File: src/rtl/ptad_pkg.sv
// ----------------------------------------------------------------------------
// ptad_pkg
// Types, constants and elaboration-time helpers for point_to_arc_distance.
// ----------------------------------------------------------------------------
package ptad_pkg;

  localparam int FRAC_BITS    = 28;
  localparam int CORDIC_STEPS = 28;
  localparam int STEP_IDX_W   = $clog2(CORDIC_STEPS);
  localparam int GUARD        = 20;

  // fixed-point widths
  localparam int ANG_W  = 34;        // angles, Q28 plus headroom
  localparam int CW     = 64;        // cordic datapath
  localparam int LEN_W  = 35;        // signed coordinate differences
  localparam int ABS_W  = 34;        // their magnitudes
  localparam int RAD_W  = 70;        // radicand
  localparam int ROOT_W = 35;        // integer square root
  localparam int REM_W  = ROOT_W + 3;

  // pipeline latencies
  localparam int LAT_SQRT  = 3 + ROOT_W;
  localparam int LAT_VEC   = 2 + CORDIC_STEPS;
  localparam int THETA_DLY = LAT_SQRT - LAT_VEC;

  typedef logic signed [ANG_W-1:0] ang_t;
  typedef logic signed [CW-1:0]    cw_t;

  localparam logic [63:0] PI_Q62   = 64'hC90FDAA22168C234;
  localparam logic [29:0] KINV_Q30 = 30'd652032874;

  localparam ang_t PI_Q =
    ang_t'((PI_Q62 + (64'd1 << (61 - FRAC_BITS))) >> (62 - FRAC_BITS));
  localparam ang_t HALF_PI_Q =
    ang_t'((PI_Q62 + (64'd1 << (62 - FRAC_BITS))) >> (63 - FRAC_BITS));

  // configuration register indexes
  localparam int CFG_IDX_W = 3;
  localparam logic [CFG_IDX_W-1:0] CFG_CENTER_X    = 3'd0;
  localparam logic [CFG_IDX_W-1:0] CFG_CENTER_Y    = 3'd1;
  localparam logic [CFG_IDX_W-1:0] CFG_ARC_RADIUS  = 3'd2;
  localparam logic [CFG_IDX_W-1:0] CFG_START_ANGLE = 3'd3;
  localparam logic [CFG_IDX_W-1:0] CFG_END_ANGLE   = 3'd4;

  typedef struct packed {
    logic signed [31:0] point_x;
    logic signed [31:0] point_y;
  } in_t;

  typedef struct packed {
    logic [31:0] arc_distance;
    logic        angle_error;
  } out_t;

  // arc endpoints in absolute coordinates
  typedef struct packed {
    logic signed [ABS_W-1:0] e0x;
    logic signed [ABS_W-1:0] e0y;
    logic signed [ABS_W-1:0] e1x;
    logic signed [ABS_W-1:0] e1y;
  } ep_t;

  // shift-subtract divide, used on constants only
  function automatic logic [63:0] udiv64(logic [63:0] n, logic [63:0] d);
    logic [64:0] rem;
    logic [63:0] q;
    rem = '0;
    q   = '0;
    for (int b = 63; b >= 0; b--) begin
      rem = {rem[63:0], n[b]};
      if (rem >= {1'b0, d}) begin
        rem  = rem - {1'b0, d};
        q[b] = 1'b1;
      end
    end
    return q;
  endfunction

  // atan(2^-i) from a truncated series at Q62, rounded to Q28
  function automatic ang_t atan_q(int i);
    logic [63:0] acc;
    logic [63:0] term;
    int k;
    acc = '0;
    if (i == 0) begin
      acc = PI_Q62 >> 2;
    end else begin
      k = 0;
      while (i * (2 * k + 1) <= 62) begin
        term = udiv64(64'd1 << (62 - i * (2 * k + 1)), 64'(2 * k + 1));
        if (k % 2 == 1) acc = acc - term;
        else            acc = acc + term;
        k = k + 1;
      end
    end
    return ang_t'((acc + (64'd1 << (61 - FRAC_BITS))) >> (62 - FRAC_BITS));
  endfunction

  // index of the highest set bit
  function automatic logic [5:0] msb_idx(logic [ABS_W-1:0] v);
    logic [5:0] idx;
    idx = '0;
    for (int b = 0; b < ABS_W; b++) begin
      if (v[b]) idx = 6'(b);
    end
    return idx;
  endfunction

endpackage

File: src/rtl/ptad_rot_cordic.sv
// ----------------------------------------------------------------------------
// ptad_rot_cordic
// Iterative rotation cordic that turns the configured angles into the two
// arc endpoints; rerun after every configuration transfer.
// ----------------------------------------------------------------------------
module ptad_rot_cordic (
  input  logic                 clk,
  input  logic                 rst_n,
  input  logic                 start,
  input  logic signed [31:0]   center_x,
  input  logic signed [31:0]   center_y,
  input  logic [30:0]          arc_radius,
  input  logic signed [31:0]   start_angle,
  input  logic signed [31:0]   end_angle,
  output logic                 busy,
  output ptad_pkg::ep_t        ep
);

  localparam int N  = ptad_pkg::CORDIC_STEPS;
  localparam int IW = ptad_pkg::STEP_IDX_W;

  localparam logic [1:0] ST_IDLE = 2'd0;
  localparam logic [1:0] ST_MUL  = 2'd1;
  localparam logic [1:0] ST_ITER = 2'd2;
  localparam logic [1:0] ST_DONE = 2'd3;

  ptad_pkg::ang_t atan_w [N];

  logic [1:0]     state_r, state_nxt;
  logic           sel_r, sel_nxt;
  logic [IW-1:0]  cnt_r, cnt_nxt;
  ptad_pkg::cw_t  x_r, x_nxt, y_r, y_nxt;
  ptad_pkg::ang_t z_r, z_nxt;
  logic           neg_r, neg_nxt;
  ptad_pkg::ep_t  ep_r, ep_nxt;

  logic [60:0]    prod;
  ptad_pkg::ang_t ang;
  ptad_pkg::cw_t  xs, ys, xr, yr;
  logic signed [32:0] c_res, s_res;
  logic signed [ptad_pkg::ABS_W-1:0] px, py;

  for (genvar g = 0; g < N; g++) begin : g_tab
    assign atan_w[g] = ptad_pkg::atan_q(g);
  end

  always_comb begin
    state_nxt = state_r;
    sel_nxt   = sel_r;
    cnt_nxt   = cnt_r;
    x_nxt     = x_r;
    y_nxt     = y_r;
    z_nxt     = z_r;
    neg_nxt   = neg_r;
    ep_nxt    = ep_r;

    prod = arc_radius * ptad_pkg::KINV_Q30;
    ang  = sel_r ? ptad_pkg::ang_t'(end_angle) : ptad_pkg::ang_t'(start_angle);
    xs   = x_r >>> cnt_r;
    ys   = y_r >>> cnt_r;
    // drop the guard bits, round half up
    xr   = (x_r + (ptad_pkg::cw_t'(1) <<< (ptad_pkg::GUARD - 1))) >>> ptad_pkg::GUARD;
    yr   = (y_r + (ptad_pkg::cw_t'(1) <<< (ptad_pkg::GUARD - 1))) >>> ptad_pkg::GUARD;
    c_res = neg_r ? -33'(xr) : 33'(xr);
    s_res = neg_r ? -33'(yr) : 33'(yr);
    px    = ptad_pkg::ABS_W'(center_x) + ptad_pkg::ABS_W'(c_res);
    py    = ptad_pkg::ABS_W'(center_y) + ptad_pkg::ABS_W'(s_res);

    unique case (state_r)
      ST_IDLE: begin
      end
      ST_MUL: begin
        x_nxt   = ptad_pkg::cw_t'(prod >> (30 - ptad_pkg::GUARD));
        y_nxt   = '0;
        cnt_nxt = '0;
        // fold into the right half plane, negate the result later
        if (ang > ptad_pkg::HALF_PI_Q) begin
          z_nxt   = ang - ptad_pkg::PI_Q;
          neg_nxt = 1'b1;
        end else if (ang < -ptad_pkg::HALF_PI_Q) begin
          z_nxt   = ang + ptad_pkg::PI_Q;
          neg_nxt = 1'b1;
        end else begin
          z_nxt   = ang;
          neg_nxt = 1'b0;
        end
        state_nxt = ST_ITER;
      end
      ST_ITER: begin
        if (z_r >= 0) begin
          x_nxt = x_r - ys;
          y_nxt = y_r + xs;
          z_nxt = z_r - atan_w[cnt_r];
        end else begin
          x_nxt = x_r + ys;
          y_nxt = y_r - xs;
          z_nxt = z_r + atan_w[cnt_r];
        end
        if (cnt_r == IW'(N - 1)) state_nxt = ST_DONE;
        else                     cnt_nxt   = cnt_r + 1'b1;
      end
      ST_DONE: begin
        if (sel_r) begin
          ep_nxt.e1x = px;
          ep_nxt.e1y = py;
          state_nxt  = ST_IDLE;
        end else begin
          ep_nxt.e0x = px;
          ep_nxt.e0y = py;
          sel_nxt    = 1'b1;
          state_nxt  = ST_MUL;
        end
      end
      default: state_nxt = ST_IDLE;
    endcase

    if (start) begin
      state_nxt = ST_MUL;
      sel_nxt   = 1'b0;
    end
  end

  always_ff @(posedge clk) begin
    if (!rst_n) begin
      state_r <= ST_IDLE;
      sel_r   <= 1'b0;
      ep_r    <= '0;
    end else begin
      state_r <= state_nxt;
      sel_r   <= sel_nxt;
      ep_r    <= ep_nxt;
    end
  end

  always_ff @(posedge clk) begin
    cnt_r <= cnt_nxt;
    x_r   <= x_nxt;
    y_r   <= y_nxt;
    z_r   <= z_nxt;
    neg_r <= neg_nxt;
  end

  assign busy = (state_r != ST_IDLE);
  assign ep   = ep_r;

endmodule

File: config.mk
export PLATFORM = sky130hd
export DESIGN_NAME = ptad_rot_cordic
export DESIGN_NICKNAME = d
export VERILOG_FILES = /design/src/rtl/ptad_pkg.sv /design/src/rtl/ptad_rot_cordic.sv
export SDC_FILE = /design/constraint.sdc
export NUM_CORES = 2
export LEC_CHECK = 0
export ABC_AREA = 1
export BUFFER_PORTS_ARGS = -buffer_cell sky130_fd_sc_hd__buf_2
export CORE_MARGIN = 5
export CORE_UTILIZATION = 35
export DETAILED_ROUTE_END_ITERATION = 10
export PLACE_DENSITY_LB_ADDON = 0.05
export SYNTH_ARGS = -nofsm -noshare
export SYNTH_HDL_FRONTEND = slang
export SYNTH_SLANG_ARGS = --single-unit
File: constraint.sdc
create_clock -name clk -period 8.48 [get_ports clk]
set_clock_uncertainty 0.05 [all_clocks]
set_input_delay 2.544 -clock clk [delete_from_list [all_inputs] [get_ports clk]]
set_output_delay 2.544 -clock clk [all_outputs]
set_load 0.05 [all_outputs]
======== After elaboration in Yosys (flattened, before gate mapping) ========
Memories as Yosys holds them, arrays and structs flattened.
Index checks and enable logic that the tools add are counted.
word-level totals
  ROM bits ................................ 1088
  input port bits ......................... 162
  memories kept ........................... 1
  word-level logic and storage cells ...... 75
  output and inout bits ................... 137
  register bits after elaboration ......... 307
cells by class
  multiply operators ...................... 1
  multiplexer cells ....................... 20
  reduce and logical (&&, ||, !) cells .... 10
  bitwise operators ....................... 3
  equal/unequal tests ..................... 7
  $lt $le $gt $ge ......................... 4
  add/subtract/negate cells ............... 15
  shifts and indexed selects .............. 2
memories
  memory           depth  bits a word  read ports  clocked after memory_dff  wr ports  RTL line               source
  (no name shown)  32     34           1           0                         0         ptad_rot_cordic.sv:97  z_nxt = z_r + atan_w[cnt_r];
operator list
  cell                                                                               count
  64-bit case mux with 2 select lines                                                2
  34-bit 2-to-1 mux                                                                  6
  64-bit adder                                                                       2
  64-bit 2-to-1 mux                                                                  2
  64-bit by 5-bit >>> shifter with 64-bit output                                     2
  64-bit subtractor                                                                  2
  53-bit by 21-bit adder with 53-bit output, second input constant                   2
  32-bit by 33-bit adder with 34-bit output                                          2
  34-bit case mux with 2 select lines                                                1
  33-bit 2-to-1 mux                                                                  2
  33-bit negator                                                                     2
  31-bit by 29-bit multiplier with 60-bit output, second input constant              1
  34-bit by 31-bit adder with 34-bit output, second input constant                   1
  34-bit adder                                                                       1
  34-bit by 1-bit >= comparator with 1-bit output, second input constant             1
  34-bit by 30-bit greater-than comparator with 1-bit output, second input constant  1
  34-bit by 30-bit < comparator with 1-bit output, second input constant             1
  34-bit by 31-bit subtractor with 34-bit output, second input constant              1
  34-bit subtractor                                                                  1
  5-bit case mux with 2 select lines                                                 1
  2-bit AND reduction                                                                5
  6-bit >= comparator, second input constant                                         1
  5-bit inverter with 6-bit output                                                   1
  2-bit case mux with 3 select lines                                                 1
  14 further kinds                                                                   20

======== Logic depth before layout (Yosys ltp) ========
  word-level depth ........................ 7
  depth in mapped cells ................... 38

======== Worst setup path after synthesis ========
OpenSTA, ideal clock, no wires.
  path type ............................... input to register
  start ................................... in arc_radius[8]
  end ..................................... reg x_r[33], data pin
  data arrival time ....................... 8406 ps
  setup slack ............................. -231 ps
  setup time .............................. 256 ps
  data required time ...................... 8174 ps
  cell stages on the path ................. 26
  path through ............................ inv_1 fa_1 fa_1 inv_1 fa_1 inv_1 fa_1 inv_1 fa_1 fa_1 fa_1 inv_1 fa_1 inv_1 ha_1 a21oi_1 inv_1 a21oi_1 a21boi_0 o21ai_0 nand2_1 nand2_1 a21oi_1 nand2_1 nand3_1 nand2_1
on the way
  word-level cells in the longest chain between the ends .. 2
ends and longest elaborated chain
  item                                            RTL line                source
  start: declaration                              ptad_rot_cordic.sv:12   input logic [30:0] arc_radius,
  31-bit by 29-bit multiplier with 60-bit output  ptad_rot_cordic.sv:57   prod = arc_radius * ptad_pkg::KINV_Q30;
  64-bit case mux with 2 select lines             ptad_rot_cordic.sv:69   unique case (state_r)
  via x_nxt[33]                                   ptad_rot_cordic.sv:32   ptad_pkg::cw_t x_r, x_nxt, y_r, y_nxt;
  end signal: assignment                          ptad_rot_cordic.sv:137  x_r <= x_nxt;
  end: declaration                                ptad_rot_cordic.sv:32
The timed path passes the listed nets, and every way through them passes these cells.
A chain may end at the register's enable or synchronous reset.

======== Worst setup path after layout ========
  start ................................... in arc_radius[8]
  end ..................................... reg x_r[42], data pin
Same word-level chain as after synthesis.

==> impl_metrics.py <==
metrics = {
    "final_layout": {
        "area_delta_synth_final_pct": 15.3,
        "final_cells": 12800,
        "filler_cell_count": 19700,
        "fin_nets": 11600,
        "final_common_cell": "nand2_1",
        "drive_gt1_share_pct": 11.4,
        "final_cell_mix": "2311 x nand2_1, 1599 x inv_1, 1020 x nand3_1, 990 x nor2_1, 597 x a21oi_1",
    },
    "worst_setup_path": {
        "worstReg2RegStart": "cnt_r[0]",
        "cpPeakStageDelay_ps": 560,
        "crit_path_frequent_cell": "fa_1",
        "cp_data_arrival_time_ps": 8600,
        "worstSetupStartpointType": "input pin",
        "critical_path_class": "input pin to flip-flop",
        "end_kind": "flip-flop",
        "required_ps": 8790,
        "crit_start": "arc_radius[8]",
        "crit_fanout": 4,
        "cpMaxStageDelayCell": "fa_1",
    },
    "yosys": {
        "synth-compound-area-share_pct": 13.7,
        "synth-seq-area-share_pct": 12.5,
        "synth_mux_area_share_pct": 0.0360,
        "yosys_warnings": 0,
        "syn_inst": 9819,
        "synth_edf_count": 168,
        "yosys.area.top_type": "fa_1",
        "synth_top_family_by_area": "simple AND/OR/NAND/NOR gates",
        "avgSynthCellArea_sq_um": 6.38,
        "synth_nets": 11000,
        "synthAdderAreaFrac_pct": 26.1,
        "ys_ff_latch": 307,
        "synth_top_area_share_pct": 14.3,
        "ys_types": 62,
        "synth_area_leaders": "fa_1 14%, nand2_1 14%, ha_1 12%",
        "syn_area_sq_um": 62600,
        "yosys.area_share.simple_pct": 31.8,
        "synthXorXnorAreaFrac_pct": 3.98,
        "synth_ff_type": "edfxtp_1",
        "async_reset_ff_share_pct": 0,
    },
    "timing": {
        "setup_viol": 0,
        "max-slew-margin-rel_pct": 24.3,
        "worst_pin_slew_ps": 1130,
        "rsz0062_at_grt": "true",
        "slew_viol_final": 0,
        "fin_crit_sh_pct": 97.7,
        "fin_ws_ps": 197,
        "whs_ps": 435,
        "hold_violations": 0,
        "period_minus_slack_ps": 8280,
        "fmax_mhz": 121,
    },
    "run_status": {
        "status": "complete, no violations",
    },
    "route": {
        "wl_per_cell_um": 22.2,
        "drt-initial-drc-count": 5503,
        "drt_wl_total_um": 283000,
        "drt-vias-per-instance": 5.25,
        "drtAntennaViolNets": 0,
        "first_pass_iters": 7,
        "vias": 67200,
        "drc": 0,
    },
    "clock_tree": {
        "cts_root_buffer": "clkbuf_16",
        "cts.clk_slew.worst_paths_ps": 60,
        "tritoncts": "built",
        "clock_sinks": 307,
        "insertion_delay_ps": 650,
        "cts-buffers-inserted": 44,
        "cts_buffer_depth": 3,
        "cts_hold_buf": 0,
        "htree_num_levels": 2,
    },
    "placed_design": {
        "io_buffers": 298,
        "hpwl_um": 241000,
        "dp_slack_ps": -926,
        "gp_congestion": 0.997,
        "placed_cells": 12700,
    },
    "global_route": {
        "gr-total-overflow": 0,
        "grt_max_degree": 139,
        "antenna_found_initial": 6,
        "grt_pass1_wl_um": 419000,
        "grt_usage_pct": 29.4,
        "grt_pass1_vias": 65600,
    },
    "worst_hold_path": {
        "min_path_type": "flip-flop to flip-flop",
        "worstHoldStart": "ep[1]",
    },
    "floorplanning": {
        "start_util_pct": 35.1,
        "std_cell_rows": 155,
        "io_pins": 299,
        "die_y_um": 433,
        "fp.dieW_um": 433,
        "dieArea_sq_um": 187000,
        "core-area_sq_um": 178000,
    },
    "job": {
        "cap_viol_max_count": 0,
    },
}
[layout make-up]
class | instances | area (sq um) | share of cell area (%)
inverters | 1657 | 6270 | 8.69
clock inverters | 24 | 224 | 0.310
well taps | 2355 | 2950 | 4.08
flip-flops and latches | 307 | 7830 | 10.8
clock buffers | 56 | 1190 | 1.64
multi-input cells | 7598 | 48300 | 66.9
diodes | 5 | 12.5 | 0.0173
repair buffers | 788 | 5440 | 7.53
[registers in the layout, indices dropped and copies added, names as in the netlist]
signal,count
state_r,2
z_r,34
neg_r,1
x_r,64
ep,136
cnt_r,5
sel_r,1
y_r,64
[routing by layer]
metal	vias up	track usage (%)	routed length, um	part of all wire (%)
met1	31900	39.8	127000	45
met4	0	8.08	9210	3.3
met3	310	2.75	14400	5.1
met2	1971	50.0	133000	47
li1	33000	-	-	-
met5	-	0	0	0
[worst paths after layout]
| check | endpoint | slack, ps | cells past startpoint |
|---|---|---|---|
| max | x_r[42] | 200 | 29 |
| min | ep[1] | 430 | 2 |
| max reg2reg | x_r[47] | 1290 | 29 |
| min reg2reg | ep[1] | 430 | 2 |
[metrics by stage]
stage / area (sq um) / util, % / TNS [ps]
final: 72200 / 40.5 / 0
after global routing: 72200 / 40.5 / -378
after CTS: 71200 / 39.9 / 0
after detailed placement: 69700 / 39.1 / -27740
after global placement: 69700 / 39.1 / -25030
after floorplan: 62700 / - / 0
[cell families (layout without fill, tap and decap cells)]
kind of cell,after synthesis,in the layout
buffers and inverters,1914,2525
multiplexers,2,2
flip-flops,307,307
other,0,5
AND/OR/NAND/NOR,4735,4735
XOR/XNOR,284,284
AO/OA/AOI/OAI,1536,1536
adder cells (fa/ha/maj),1041,1041
[synthesized netlist by cell type (18+ instances only)]
| cell | n |
|---|---|
| a21boi_0 | 20 |
| a21o_1 | 37 |
| a21oi_1 | 637 |
| a31oi_1 | 81 |
| buf_1 | 47 |
| buf_2 | 82 |
| clkbuf_1 | 102 |
| dfxtp_1 | 139 |
| edfxtp_1 | 168 |
| fa_1 | 446 |
| ha_1 | 595 |
| inv_1 | 1636 |
| inv_2 | 18 |
| nand2_1 | 2334 |
| nand3_1 | 1022 |
| nand3b_1 | 18 |
| nand4_1 | 87 |
| nor2_1 | 1026 |
| nor2_2 | 22 |
| nor3_1 | 103 |
| nor4_1 | 35 |
| o211ai_1 | 86 |
| o21a_1 | 42 |
| o21ai_0 | 483 |
| o21ai_1 | 50 |
| o21bai_1 | 30 |
| or2_2 | 32 |
| xnor2_1 | 104 |
| xor2_1 | 179 |
[critical path, delay by kind of cell]
kind / cells / cell delay (ps)
buffers and inverters: 10 / 760
AOI/OAI and AO/OA: 5 / 690
and+or+nand+nor: 4 / 280
xor gates and xnor gates: 1 / 140
adders and majority gates: 9 / 4190
[timing repair]
item,in CTS,in global routing
resized for setup,19,268
endpoints found under the setup margin,13,40
buffers inserted,1,17
pin swaps,3,77
Power is left out: the tool's default activity adds up to more than one toggle a clock period on the data nets, which glitch-free logic cannot reach.
